==> src/hw/rtl/mpd2x_pkg.sv <==
// Shared types and pixel expansion function for the 2x monochrome pixel doubler.
`timescale 1ns / 1ps
package mpd2x_pkg;

  localparam int RowBytesDefault = 20;

  // Commands from the controller to the datapath
  typedef struct packed {
    logic capture;    // take the input byte: store it and load the result register
    logic issue_read; // read the next stored byte of the row
    logic load_read;  // load the result register from the read data
  } mpd2x_cmd_t;

  // Status from the datapath to the controller
  typedef struct packed {
    logic out_last;   // result register holds the final result of its transaction
  } mpd2x_status_t;

  // Double each pixel horizontally; returns {left, right}
  function automatic logic [15:0] expand_byte(input logic [7:0] v, input logic high_lead);
    logic [7:0] first_half;
    logic [7:0] second_half;
    logic [3:0] a;
    logic [3:0] b;
    a = high_lead ? v[7:4] : v[3:0];
    b = high_lead ? v[3:0] : v[7:4];
    first_half  = {a[3], a[3], a[2], a[2], a[1], a[1], a[0], a[0]};
    second_half = {b[3], b[3], b[2], b[2], b[1], b[1], b[0], b[0]};
    return {first_half, second_half};
  endfunction

endpackage

==> src/hw/rtl/mpd2x_ctrl.sv <==
// Controller state machine: sequences capture, result hand-off and row replay.
`timescale 1ns / 1ps
module mpd2x_ctrl
  import mpd2x_pkg::*;
(
  input  logic          clk,
  input  logic          rst,
  input  logic          in_valid,
  output logic          in_stall,
  output logic          out_valid,
  input  logic          out_stall,
  input  mpd2x_status_t status,
  output mpd2x_cmd_t    cmd
);

  typedef enum logic [2:0] {
    S_IDLE = 3'b001,
    S_OUT  = 3'b010,
    S_READ = 3'b100
  } state_t;

  state_t state;
  state_t state_next;

  // Advance state
  always_ff @(posedge clk) begin
    if (rst) begin
      state <= S_IDLE;
    end else begin
      state <= state_next;
    end
  end

  // Next state and commands
  always_comb begin
    state_next     = state;
    cmd.capture    = 1'b0;
    cmd.issue_read = 1'b0;
    cmd.load_read  = 1'b0;
    unique case (state)
      S_IDLE: begin
        if (in_valid) begin
          cmd.capture = 1'b1;
          state_next  = S_OUT;
        end
      end
      S_OUT: begin
        if (!out_stall) begin
          if (status.out_last) begin
            state_next = S_IDLE;
          end else begin
            cmd.issue_read = 1'b1;
            state_next     = S_READ;
          end
        end
      end
      S_READ: begin
        cmd.load_read = 1'b1;
        state_next    = S_OUT;
      end
      default: begin
        state_next = S_IDLE;
      end
    endcase
  end

  assign in_stall  = (state != S_IDLE);
  assign out_valid = (state == S_OUT);

  // Commands never overlap
  assert property (@(posedge clk) disable iff (rst)
    $onehot0({cmd.capture, cmd.issue_read, cmd.load_read}))
    else $error("overlapping datapath commands");

  // A read is always followed by a load of the read data
  assert property (@(posedge clk) disable iff (rst)
    cmd.issue_read |=> cmd.load_read)
    else $error("read issued without load");

  // Capture only happens with no result pending
  assert property (@(posedge clk) disable iff (rst)
    cmd.capture |-> !out_valid)
    else $error("capture while a result is pending");

endmodule

==> src/hw/rtl/mpd2x_datapath.sv <==
// Datapath: line store, column and replay counters, result register, expansion.
`timescale 1ns / 1ps
module mpd2x_datapath
  import mpd2x_pkg::*;
#(
  parameter int ROW_BYTES = RowBytesDefault
) (
  input  logic          clk,
  input  logic          rst,
  input  logic          cfg_write,
  input  logic          cfg_data,
  input  logic [7:0]    frame_byte,
  input  mpd2x_cmd_t    cmd,
  output mpd2x_status_t status,
  output logic [7:0]    left_byte,
  output logic [7:0]    right_byte,
  output logic          repeat_line,
  output logic          run_last
);

  localparam int CntW  = $clog2(ROW_BYTES + 1);
  localparam int AddrW = (ROW_BYTES > 1) ? $clog2(ROW_BYTES) : 1;
  localparam logic [CntW-1:0] LastCol = CntW'(ROW_BYTES - 1);
  localparam logic [CntW-1:0] RowLen  = CntW'(ROW_BYTES);

  logic             pixel_msb_first;
  logic [CntW-1:0]  column_index;
  logic [CntW-1:0]  replay_cnt;
  logic [7:0]       line_store [ROW_BYTES];
  logic [7:0]       rd_data;
  logic [7:0]       out_byte;
  logic             out_rep;
  logic             out_last;
  logic             row_end;
  logic [CntW-1:0]  wr_col;
  logic [15:0]      expanded;

  assign row_end = (column_index >= LastCol);
  assign wr_col  = row_end ? LastCol : column_index;

  // Configuration register
  always_ff @(posedge clk) begin
    if (rst) begin
      pixel_msb_first <= 1'b0;
    end else if (cfg_write) begin
      pixel_msb_first <= cfg_data;
    end
  end

  // Column and replay counters
  always_ff @(posedge clk) begin
    if (rst) begin
      column_index <= '0;
      replay_cnt   <= '0;
    end else if (cmd.capture) begin
      column_index <= row_end ? '0 : column_index + 1'b1;
      replay_cnt   <= '0;
    end else if (cmd.issue_read) begin
      replay_cnt <= replay_cnt + 1'b1;
    end
  end

  // Line store: write on capture, registered read on replay
  always_ff @(posedge clk) begin
    if (cmd.capture) begin
      line_store[wr_col[AddrW-1:0]] <= frame_byte;
    end
    if (cmd.issue_read) begin
      rd_data <= line_store[replay_cnt[AddrW-1:0]];
    end
  end

  // Result register holds the raw byte and its flags
  always_ff @(posedge clk) begin
    if (cmd.capture) begin
      out_byte <= frame_byte;
      out_rep  <= 1'b0;
      out_last <= !row_end;
    end else if (cmd.load_read) begin
      out_byte <= rd_data;
      out_rep  <= 1'b1;
      out_last <= (replay_cnt == RowLen);
    end
  end

  // Expand with the pixel order in force
  assign expanded        = expand_byte(out_byte, pixel_msb_first);
  assign left_byte       = expanded[15:8];
  assign right_byte      = expanded[7:0];
  assign repeat_line     = out_rep;
  assign run_last        = out_last;
  assign status.out_last = out_last;

endmodule

==> src/hw/rtl/mono_pixel_doubler_2x.sv <==
// Top level of the 2x nearest-neighbor upscaler for 1-bit-per-pixel frames.
`timescale 1ns / 1ps
// Usage:
//   Input channel (in_valid / in_stall / frame_byte) takes one packed source
//   byte of the current row per transaction. Each byte yields a transaction
//   on the output channel (out_valid / out_stall / left_byte, right_byte,
//   repeat_line, run_last) carrying the byte doubled horizontally.
//   After the last byte of a row, the stored row is replayed as the second,
//   vertically doubled line (repeat_line = 1); run_last marks the final
//   result caused by an input byte.
//   The result is valid in the cycle after the input transaction.
//   A new byte is taken only once all results of the last one are taken;
//   the byte that ends a row holds the input until the stored row has been
//   replayed, each replayed result coming from a registered line-store read.
//   cfg_write / cfg_data set the pixel order (1: leftmost pixel is bit 7);
//   write only while idle.
//   Reset (rst, synchronous) clears the pixel order and the column position.
//   A stalled output holds its result and keeps in_stall high until taken.
module mono_pixel_doubler_2x
  import mpd2x_pkg::*;
#(
  parameter int ROW_BYTES = RowBytesDefault
) (
  input  logic       clk,
  input  logic       rst,
  input  logic       cfg_write,
  input  logic       cfg_data,
  input  logic       in_valid,
  output logic       in_stall,
  input  logic [7:0] frame_byte,
  output logic       out_valid,
  input  logic       out_stall,
  output logic [7:0] left_byte,
  output logic [7:0] right_byte,
  output logic       repeat_line,
  output logic       run_last
);

  mpd2x_cmd_t    cmd;
  mpd2x_status_t status;

  mpd2x_ctrl u_ctrl (
    .clk       (clk),
    .rst       (rst),
    .in_valid  (in_valid),
    .in_stall  (in_stall),
    .out_valid (out_valid),
    .out_stall (out_stall),
    .status    (status),
    .cmd       (cmd)
  );

  mpd2x_datapath #(
    .ROW_BYTES (ROW_BYTES)
  ) u_datapath (
    .clk         (clk),
    .rst         (rst),
    .cfg_write   (cfg_write),
    .cfg_data    (cfg_data),
    .frame_byte  (frame_byte),
    .cmd         (cmd),
    .status      (status),
    .left_byte   (left_byte),
    .right_byte  (right_byte),
    .repeat_line (repeat_line),
    .run_last    (run_last)
  );

  // An accepted byte shows its immediate result in the next cycle
  assert property (@(posedge clk) disable iff (rst)
    (in_valid && !in_stall) |=> (out_valid && !repeat_line))
    else $error("immediate result missing");

  // A result without run_last is followed by a replayed result
  assert property (@(posedge clk) disable iff (rst)
    (out_valid && !out_stall && !run_last) |=> ##1 (out_valid && repeat_line))
    else $error("replay did not continue");

  // No input is taken while a result is pending
  assert property (@(posedge clk) disable iff (rst)
    out_valid |-> in_stall)
    else $error("input accepted with result pending");

endmodule

==> config.mk <==
export PLATFORM = sky130hd
export DESIGN_NAME = mono_pixel_doubler_2x
export DESIGN_NICKNAME = d
export VERILOG_FILES = /design/src/hw/rtl/mpd2x_pkg.sv /design/src/hw/rtl/mpd2x_ctrl.sv /design/src/hw/rtl/mpd2x_datapath.sv /design/src/hw/rtl/mono_pixel_doubler_2x.sv
export SDC_FILE = /design/constraint.sdc
export NUM_CORES = 1
export LEC_CHECK = 0
export ABC_AREA = 1
export ABC_CLOCK_PERIOD_IN_PS = 5650
export BUFFER_PORTS_ARGS = -buffer_cell sky130_fd_sc_hd__buf_2
export CORE_MARGIN = 3
export CORE_UTILIZATION = 60
export CTS_BUF_LIST = sky130_fd_sc_hd__clkbuf_4
export DETAILED_ROUTE_END_ITERATION = 10
export PLACE_DENSITY = 0.78
export SYNTH_ARGS = -nofsm -noshare
export SYNTH_HDL_FRONTEND = slang
export SYNTH_SLANG_ARGS = --single-unit
==> constraint.sdc <==
create_clock -name clk -period 5.65 [get_ports clk]
set_input_delay 0.8475 -clock clk [delete_from_list [all_inputs] [get_ports clk]]
set_output_delay 0.8475 -clock clk [all_outputs]
set_load 0.01 [all_outputs]
==> impl_metrics.tcl, run 1 <==
set metrics [dict create \
    result_of_the_run "completed" \
    io_pins 34 \
    synth_top_cell_area_share 0.642 \
    port_buffers 33 \
    post_synth_instance_area_um2 8280 \
    numPlacedInstances 962 \
    worstPathBufferInverterCount 2 \
    global_route.usage.met3 0.0522 \
    static-leakage-power_uw 0.00349 \
    root_buffer "clkbuf_4" \
    synth-seq-cells 192 \
    layout_cells_sized_above_1 0.0967 \
    cpMaxStageDelayCell "inv_2" \
    synthesis.yosys.warnings 0 \
    post_cts_resize_count 0 \
    path_cells "buf_4 > inv_2 > o21ai_0 > o22ai_1 > nor2_1 > a21oi_1" \
    largest_area_contributor_in_the_synthesized_netlist "edfxtp_1" \
    clk_pin_slew_worst_paths_ns 0.15 \
    ctsHoldBuffers 0 \
    synth_fp_nets 808 \
    numClockSinks 192 \
    tritoncts "yes" \
    clock_tree.htree_level_count 4 \
    number_of_antenna_violations_at_the_first_check_in_global_routing 0 \
    max_clock_freq_ghz 0.363 \
    detail_route.wirelength_mm 17.7 \
    cap_viol_max_count 0 \
    cp.arrival_ns 3.10 \
    synth-seq-area-share 0.678 \
    synth_cell_type_count 28 \
    core.rowCount 42 \
    worst_setup_path_end_kind "flip-flop" \
    floorplan.die_area_um2 15300 \
    vdd.ir_drop.worst_mv 0.182 \
    post_synth_main_area_contributors "edfxtp_1 64%, nand2_1 9.1%, nand3_1 5.9%" \
    power-per-cell-area_nw_per_um2 283 \
    start_util 0.621 \
    gr-usage-met1 0.349 \
    finish.net_count 822 \
    post-cts-setup-buffers 0 \
    vias 5643 \
    fin_crit_sh 0.488 \
    post-dp-hpwl_mm 11.1 \
    worstHoldPathType "in -> reg" \
    syn_inst 791 \
    skew_ns 0.0142 \
    global_route.usage.met2 0.368 \
    grt_setup_unrepaired "no" \
    gpl.final_weighted_congestion 0.871 \
    critPathMaxStageDelay_ns 0.76 \
    max_slew_margin_vs_limit 0.104 \
    numCtsBuffers 17 \
    core_um2 13300 \
    fin_cells 993 \
    vias_per_cell 5.68 \
    ant_nets 0 \
    transition_time_at_the_pin_with_the_least_slew_margin_ns 1.34 \
    groute.usage.overall 0.246 \
    crit_family "buffers and inverters" \
    worstSkewPairLatency_ns 0.56 \
    crit_type "reg -> reg" \
    area_growth_syn_to_layout_pct 5.05 \
    tns_ns 0 \
    detail_route.iter0.violations 800 \
    global_route.peak_usage_layer "met2" \
    diodes 0 \
    drt_pass1_iterations 6 \
    wl_per_cell_um 17.8 \
    die_w_um 123 \
    worst_setup_path_start_kind "flip-flop" \
    grt_first_pass_wirelength_mm 27.5 \
    grt_start_max_net_pins 85 \
    worstPathMaxFanout 84 \
    finalSetupViolCount 0 \
    final_report_max_slew_violation_count 0 \
    drcViolationCount 0 \
    critPathRequiredTime_ns 5.99 \
    synth_area_per_cell_um2 10.5 \
    grt_pass1_vias 5276 \
    hold-worst-slack_ns 0.454 \
    overflow_left_after_global_routing 0 \
    die_h_um 123 \
    min_period_ns 2.76 \
    clock_tree.buffer_depth 2 \
    timing.final.hold_violations 0 \
]
## through the flow
step                      cell area (µm²)  setup slack, ns   util  total power [µW]
after floorplan                      8280             3.55      -              1770
after CTS                            8700             2.94  0.652              2470
final                                8700             2.89  0.652              2460
after global routing                 8700             2.60  0.652              2570
after global placement               8450             3.02  0.633              1830
after detailed placement             8450             2.94  0.633              1840
## final cells by class
class	instances	area (µm²)
sequential	192	5620
fill	1026	4650
multi-input combinational	453	2040
inverter	106	398
tap	176	220
timing repair buffer	35	180
clock buffer	17	128
clock inverter	14	120
## worst register-to-register path: stages (launching register included)
cell	delay (ns)
dfxtp_2	0.33
buf_4	0.63
inv_2	0.76
o21ai_0	0.54
o22ai_1	0.13
nor2_1	0.10
a21oi_1	0.05
## flip-flops by register name (all words and copies together) (netlist names)
| name | flops |
|---|---|
| u_datapath.line_store | 160 |
| u_datapath.rd_data | 8 |
| u_datapath.repeat_line | 1 |
| u_datapath.run_last | 1 |
| u_datapath.replay_cnt | 5 |
| u_ctrl.state | 3 |
| u_datapath.out_byte | 8 |
| u_datapath.column_index | 5 |
| u_datapath.pixel_msb_first | 1 |
## power by group
group	leakage (µW)	switching [µW]	internal, µW	total, µW
Clock	0.000123	442	214	655
Sequential	0.00172	15.2	1590	1600
Combinational	0.00165	147	57.5	205
## synth_stat cells
library cell and n:
o21ai_0 24, o21ai_1 3, nand2_1 201, nand2_4 4, nand3_2 1, nor2_1 67
edfxtp_1 177, ha_1 3, inv_1 101, xor2_1 2, a21oi_1 27, nor2_8 1
nor2_2 1, clkbuf_1 5, nand4_1 3, a211oi_1 1, nor2_4 1, nor3_1 3
clkinv_1 2, inv_2 3, o22ai_1 8, nand2_2 2, or2_2 2, nand3_1 98
nor3b_1 1, dfxtp_1 15, buf_4 15, buf_2 20
## cells in the final DEF (no fill, tap or decap), drive strengths merged, types with 4 or more instances in the layout
cell and n:
nand3 99, edfxtp 177, o22ai 8, nor2 70, clkinv 10, nand2 207
a21oi 27, o21ai 27, clkbuf 17, inv 105, clkinvlp 4, buf 35
dfxtp 15
## layer usage
| metal | wire (µm) | vias to the layer above |
|---|---|---|
| li1 | - | 2644 |
| met1 | 7320 | 2633 |
| met2 | 8190 | 325 |
| met3 | 1690 | 41 |
| met4 | 475 | 0 |
| met5 | 0 | - |
## final timing paths
kind | startpoint | to | slack, ns | cells past startpoint
max | u_datapath.replay_cnt[0] | u_datapath.rd_data[2] | 2.89 | 6
min | rst | u_ctrl.state[2] | 0.45 | 2
max reg2reg | u_datapath.replay_cnt[0] | u_datapath.rd_data[2] | 2.89 | 6
min reg2reg | u_datapath.repeat_line | u_datapath.repeat_line | 0.49 | 2
## cell families after synthesis
kind of cell / count (synthesis) / share of synthesized area
buffers and inverters: 146 / 0.0760
DFF: 192 / 0.678
xor gates and xnor gates: 2 / 0.00212
and+or+nand+nor: 385 / 0.200
AOI/OAI and AO/OA: 63 / 0.0396
adders and majority gates: 3 / 0.00453
Note: power is estimated with default switching activity, not from simulation.
==> inputs of run 2 (changes only) <==
--- a/config.mk
+++ b/config.mk
@@ -5,11 +5,11 @@
 export SDC_FILE = /design/constraint.sdc
 export NUM_CORES = 1
 export LEC_CHECK = 0
-export ABC_AREA = 1
-export ABC_CLOCK_PERIOD_IN_PS = 5650
+export ABC_AREA = 0
+export ABC_CLOCK_PERIOD_IN_PS = 2400
 export BUFFER_PORTS_ARGS = -buffer_cell sky130_fd_sc_hd__buf_2
 export CORE_MARGIN = 3
-export CORE_UTILIZATION = 60
+export CORE_UTILIZATION = 57
 export CTS_BUF_LIST = sky130_fd_sc_hd__clkbuf_4
 export DETAILED_ROUTE_END_ITERATION = 10
 export PLACE_DENSITY = 0.78
==> constraint.sdc (replaced) <==
create_clock -name clk -period 2.4 [get_ports clk]
set_input_delay 0.36 -clock clk [delete_from_list [all_inputs] [get_ports clk]]
set_output_delay 0.36 -clock clk [all_outputs]
set_load 0.01 [all_outputs]
==> impl_metrics.tcl, run 2 <==
set metrics [dict create \
    synth-seq-area-share 0.724 \
    synth_xor_area_frac 0.00339 \
    gpl.final_weighted_congestion 0.862 \
    clock_tree.htree_level_count 4 \
    fin_crit_sh 0.936 \
    detail_route.wirelength_mm 14.6 \
    cap_viol_max_count 0 \
    tritoncts "yes" \
    worstPathMaxFanout 8 \
    transition_time_at_the_pin_with_the_least_slew_margin_ns 0.631 \
    core.rowCount 42 \
    synth-async-reset-ratio 0 \
    reg2regPathDepth 6 \
    drt_pass1_iterations 5 \
    root_buffer "clkbuf_4" \
    yosys-mux-area-fraction 0.131 \
    total_power_uw 5760 \
    diodes 0 \
    largest_reg_flops 160 \
    skew_ns 0.0202 \
    finish.net_count 520 \
    cp.arrival_ns 2.53 \
    tns_ns 0 \
    largest_area_contributor_in_the_synthesized_netlist "edfxtp_1" \
    worstSetupStartpoint "u_datapath.column_index[0]" \
    syn_inst 450 \
    vias_per_cell 5.91 \
    critPathRequiredTime_ns 2.69 \
    layout_cells_sized_above_1 0.285 \
    number_of_antenna_violations_at_the_first_check_in_global_routing 0 \
    core_um2 13300 \
    max_slew_margin_vs_limit 0.579 \
    cp_capture_point "u_datapath.line_store[8][2]" \
    synth_top_cell_area_share 0.685 \
    synth-simple-area-share 0.0721 \
    post_synth_instance_area_um2 7760 \
    most-common-layout-cells "177 x edfxtp_1, 35 x nand2_1, 34 x nor2_1, 33 x mux4_2, 33 x buf_2" \
    clock_tree.buffer_depth 2 \
    layout.filler_cells 919 \
    worstHoldPathType "in -> reg" \
    worst_setup_path_start_kind "flip-flop" \
    die_h_um 123 \
    synth_enable_flop_cells 177 \
    crit_type "reg -> reg" \
    floorplan.die_area_um2 15100 \
    synthesis.yosys.warnings 0 \
    max_clock_freq_ghz 0.445 \
    post-cts-setup-buffers 0 \
    finalSetupViolCount 0 \
    power-per-cell-area_nw_per_um2 676 \
    worstSkewPairLatency_ns 0.56 \
    wl_per_cell_um 21.1 \
    timing.final.hold_violations 0 \
    r2r-end "u_datapath.line_store[8][2]" \
    post-synth-top-count-cell "edfxtp_1" \
    start_util 0.584 \
    synth_compound_area_frac 0.0400 \
    result_of_the_run "completed" \
    combinational_family_with_the_most_area_after_synthesis "multiplexers" \
    final_report_max_slew_violation_count 0 \
    vdd.ir_drop.worst_mv 0.441 \
    static-leakage-power_uw 0.00277 \
    port_buffers 33 \
    grt_start_max_net_pins 26 \
    synth-seq-cells 192 \
    numClockSinks 192 \
    most_common_library_cell_in_the_layout_ignoring_fill_and_taps "edfxtp_1" \
    numCtsBuffers 17 \
    ant_nets 0 \
    grt_first_pass_wirelength_mm 22.8 \
    synth_fp_nets 467 \
    worst_case_register_to_register_setup_slack_ns 0.15 \
    min_period_ns 2.25 \
    area_growth_syn_to_layout_pct 9.74 \
    synth_area_per_cell_um2 17.2 \
    yosys_most_used_dff "edfxtp_1" \
    detail_route.iter0.violations 386 \
    vias 4087 \
    drcViolationCount 0 \
    post-dp-hpwl_mm 9.71 \
    die_w_um 123 \
    io_pins 34 \
    synthAdderAreaFrac 0.00484 \
    post_cts_resize_count 0 \
    grt_pass1_vias 4061 \
    ctsHoldBuffers 0 \
    groute.usage.overall 0.210 \
    post_synth_main_area_contributors "edfxtp_1 68%, mux4_2 9.6%, dfxtp_1 3.9%" \
    worst_setup_path_end_kind "flip-flop" \
    synthTopCellsByCount "177 x edfxtp_1, 35 x nand2_1, 35 x nor2_1" \
    synth_cell_type_count 41 \
    timing.rr.start "u_datapath.column_index[0]" \
    hold-worst-slack_ns 0.0479 \
    overflow_left_after_global_routing 0 \
    grt_setup_unrepaired "no" \
    clk_pin_slew_worst_paths_ns 0.14 \
]
## run 2: cell types whose count changed after synthesis, sizes merged, moves of 21 or more
cell   before  now
inv       104    5
mux4        0   33
nand2     207   35
nand3      99    9
nor2       70   35
o21ai      27    6
## run 2: cell families after synthesis
group | count (synthesis)
compound gates | 46
xor+xnor | 3
fa+ha+maj | 3
buf+inv | 35
flops | 192
mux | 59
simple gates | 112
## run 2: area by class of cell
type / instances / area, µm² / share of cell area
sequential: 192 / 5620 / 0.659
multi-input combinational: 223 / 1950 / 0.229
timing repair buffer: 64 / 410 / 0.0482
tap: 176 / 220 / 0.0259
clock inverter: 14 / 163 / 0.0191
clock buffer: 18 / 135 / 0.0159
inverter: 5 / 18.8 / 0.00220
## run 2: worst min path at each step
stage | startpoint | end | slack, ns | cells after the start
after floorplan | frame_byte[0] | u_datapath.line_store[0][0] | 0.46 | 0
after global placement | u_datapath.repeat_line | u_datapath.repeat_line | 0.48 | 2
after detailed placement | u_datapath.rd_data[3] | u_datapath.out_byte[3] | 0.50 | 2
after CTS | cfg_data | u_datapath.pixel_msb_first | 0.02 | 3
after global routing | cfg_data | u_datapath.pixel_msb_first | 0.03 | 3
final | cfg_data | u_datapath.pixel_msb_first | 0.05 | 3
## run 2: report_power, final
part | total (µW) | internal (µW) | switching, µW
clock | 1760 | 731 | 1030
combinational | 281 | 107 | 174
sequential | 3720 | 3690 | 27.3
## run 2: worst max-delay path, cell delays in order (launching register included)
cell and delay [ns]:
dfxtp_1 0.43, ha_1 0.30, a2111oi_4 0.27, o21ai_2 0.13, or3_1 0.47, nor2_2 0.19
buf_4 0.18
## run 2: per-stage QoR
stage	util	worst slack, ns	cell area, µm²	std cells
after floorplan	-	0.245	7760	450
after global placement	0.618	0.246	8220	660
after detailed placement	0.618	0.141	8220	660
after CTS	0.640	0.124	8510	692
after global routing	0.641	0.0287	8520	692
final	0.641	0.155	8520	692
## run 2: routing by layer
metal,share of wire,track usage,wire length [µm],vias up
met1,0.43,0.297,6320,2041
li1,-,-,-,1855
met5,0,0,0,-
met2,0.48,0.324,6960,169
met3,0.067,0.0493,982,22
met4,0.021,0.0763,304,0
==> inputs of run 3 (changes only) <==
--- a/config.mk
+++ b/config.mk
@@ -8,6 +8,7 @@
 export ABC_AREA = 0
 export ABC_CLOCK_PERIOD_IN_PS = 2400
 export BUFFER_PORTS_ARGS = -buffer_cell sky130_fd_sc_hd__buf_2
+export CORE_ASPECT_RATIO = 0.5
 export CORE_MARGIN = 3
 export CORE_UTILIZATION = 57
 export CTS_BUF_LIST = sky130_fd_sc_hd__clkbuf_4
==> impl_metrics.tcl, run 3 (same netlist as run 2, synthesis figures left out) <==
set metrics [dict create \
    drt_pass1_iterations 5 \
    timing.final.hold_violations 0 \
    post-dp-hpwl_mm 10.3 \
    skew_ns 0.0328 \
    grt_start_max_net_pins 29 \
    number_of_antenna_violations_at_the_first_check_in_global_routing 0 \
    area_growth_syn_to_layout_pct 10.1 \
    core.rowCount 29 \
    grt_setup_unrepaired "no" \
    port_buffers 33 \
    cpMaxStageDelayCell "or3b_4" \
    start_util 0.597 \
    core_um2 13000 \
    path_cells "ha_1 > a2111oi_4 > o21ai_2 > or3b_4 > nor2_1 > buf_4" \
    reg2regPathDepth 6 \
    cap_viol_max_count 0 \
    static-leakage-power_uw 0.00278 \
    max_slew_margin_vs_limit 0.544 \
    detail_route.iter0.violations 555 \
    crit_type "reg -> reg" \
    finish.net_count 520 \
    grt_pass1_vias 4161 \
    total_power_uw 5850 \
    overflow_left_after_global_routing 0 \
    crit_cells 6 \
    critPathRequiredTime_ns 2.70 \
    worst_setup_path_end_kind "flip-flop" \
    vias 4284 \
    numCtsBuffers 17 \
    worstHoldPathType "in -> reg" \
    ant_nets 0 \
    fin_crit_sh 0.948 \
    vdd.ir_drop.worst_mv 0.332 \
    io_pins 34 \
    cp_capture_point "u_datapath.line_store[10][1]" \
    min_period_ns 2.28 \
    timing.rr.start "u_datapath.column_index[0]" \
    worstSetupStartpoint "u_datapath.column_index[0]" \
    crit_family "simple AND/OR/NAND/NOR gates" \
    clock_tree.buffer_depth 2 \
    result_of_the_run "completed" \
    most-common-layout-cells "177 x edfxtp_1, 35 x nor2_1, 35 x nand2_1, 33 x mux4_2, 33 x buf_2" \
    transition_time_at_the_pin_with_the_least_slew_margin_ns 0.683 \
    finalSetupViolCount 0 \
    post_route_cell_area_um2 8550 \
    drcViolationCount 0 \
    r2r-end "u_datapath.line_store[10][1]" \
    floorplan.die_area_um2 15100 \
    critPathMaxStageDelay_ns 0.47 \
    dpl-instance-area_um2 8210 \
    worstPathMaxFanout 8 \
    grt_first_pass_wirelength_mm 24.6 \
    cp.arrival_ns 2.57 \
    post-cts-setup-buffers 0 \
    multi_input_comb_area_um2 1960 \
    most_common_library_cell_in_the_layout_ignoring_fill_and_taps "edfxtp_1" \
    hold-worst-slack_ns 0.0985 \
    final_report_max_slew_violation_count 0 \
    power-per-cell-area_nw_per_um2 684 \
    tns_ns 0 \
    largest_reg_flops 160 \
    die_h_um 88.5 \
    clock_tree.htree_level_count 4 \
    wl_per_cell_um 23.6 \
    detail_route.wirelength_mm 16.2 \
    layout.filler_cells 855 \
    vias_per_cell 6.24 \
    layout_cells_sized_above_1 0.285 \
    die_w_um 171 \
    finalCoreUtilization 0.658 \
    groute.usage.overall 0.227 \
    layout.area.seq_um2 5620 \
    worstSkewPairLatency_ns 0.59 \
    clk_pin_slew_worst_paths_ns 0.18 \
    gpl.final_weighted_congestion 0.888 \
    root_buffer "clkbuf_4" \
    max_clock_freq_ghz 0.440 \
    worstPathBufferInverterCount 1 \
    diodes 0 \
    numClockSinks 192 \
    worst_setup_path_start_kind "flip-flop" \
    worst_case_register_to_register_setup_slack_ns 0.12 \
    tritoncts "yes" \
]
run 3: cell types whose count changed in the layout (fill, tap and decap cells not counted), sizes merged:
cell and delta:
buf -2, bufinv -2, clkinvlp -2, inv +7, clkinv -2, dlygate4sd3 +2
clkbuf -1
run 3: worst min path at each step:
| stage | slack (ns) | cells after the start | to | from |
|---|---|---|---|---|
| floorplan | 0.46 | 0 | u_datapath.line_store[0][0] | frame_byte[0] |
| global placement | 0.48 | 2 | u_datapath.repeat_line | u_datapath.repeat_line |
| detailed placement | 0.49 | 2 | u_datapath.repeat_line | u_datapath.repeat_line |
| CTS | 0.07 | 2 | u_ctrl.state[2] | rst |
| global route | 0.05 | 2 | u_datapath.pixel_msb_first | rst |
| finish | 0.1 | 2 | u_ctrl.state[2] | rst |
run 3: repair_timing:
| item | in CTS | in global routing |
|---|---|---|
| hold buffers | 2 | 0 |
| endpoints found under the setup margin | 0 | 3 |
| resized for setup | 0 | 1 |
| hold endpoints to repair | 1 | 0 |
run 3: worst reg2reg max path: cells and delay by family (launching register included):
kind                     cells  cell delay [ns]
AND/OR/NAND/NOR              2             0.61
AO/OA/AOI/OAI                2             0.44
adder cells (fa/ha/maj)      1             0.32
buffers and inverters        1             0.19
flip-flops                   1             0.44
run 3: metal layers:
metal	wire length (µm)	up-vias	track usage
met5	0	-	0
met4	365	0	0.0672
met3	1660	32	0.0790
met2	7300	236	0.341
met1	6890	2159	0.322
li1	-	1857	-
run 3: layout make-up:
type	count	area share
inverter	5	0.00220
clock inverter	15	0.0220
sequential	192	0.657
tap	170	0.0249
timing repair buffer	64	0.0501
multi-input combinational	223	0.229
clock buffer	17	0.0149
run 3: where the power goes:
part / internal [µW] / switching (µW) / leakage (µW)
logic: 110 / 179 / 0.000891
clock network: 592 / 1240 / 0.000170
registers: 3700 / 30.2 / 0.00172
run 3: per-stage QoR:
step | cells | worst slack (ns)
floorplan | 450 | 0.245
global placement | 652 | 0.319
detailed placement | 652 | 0.203
CTS | 686 | 0.121
global route | 686 | 0.0618
finish | 686 | 0.125
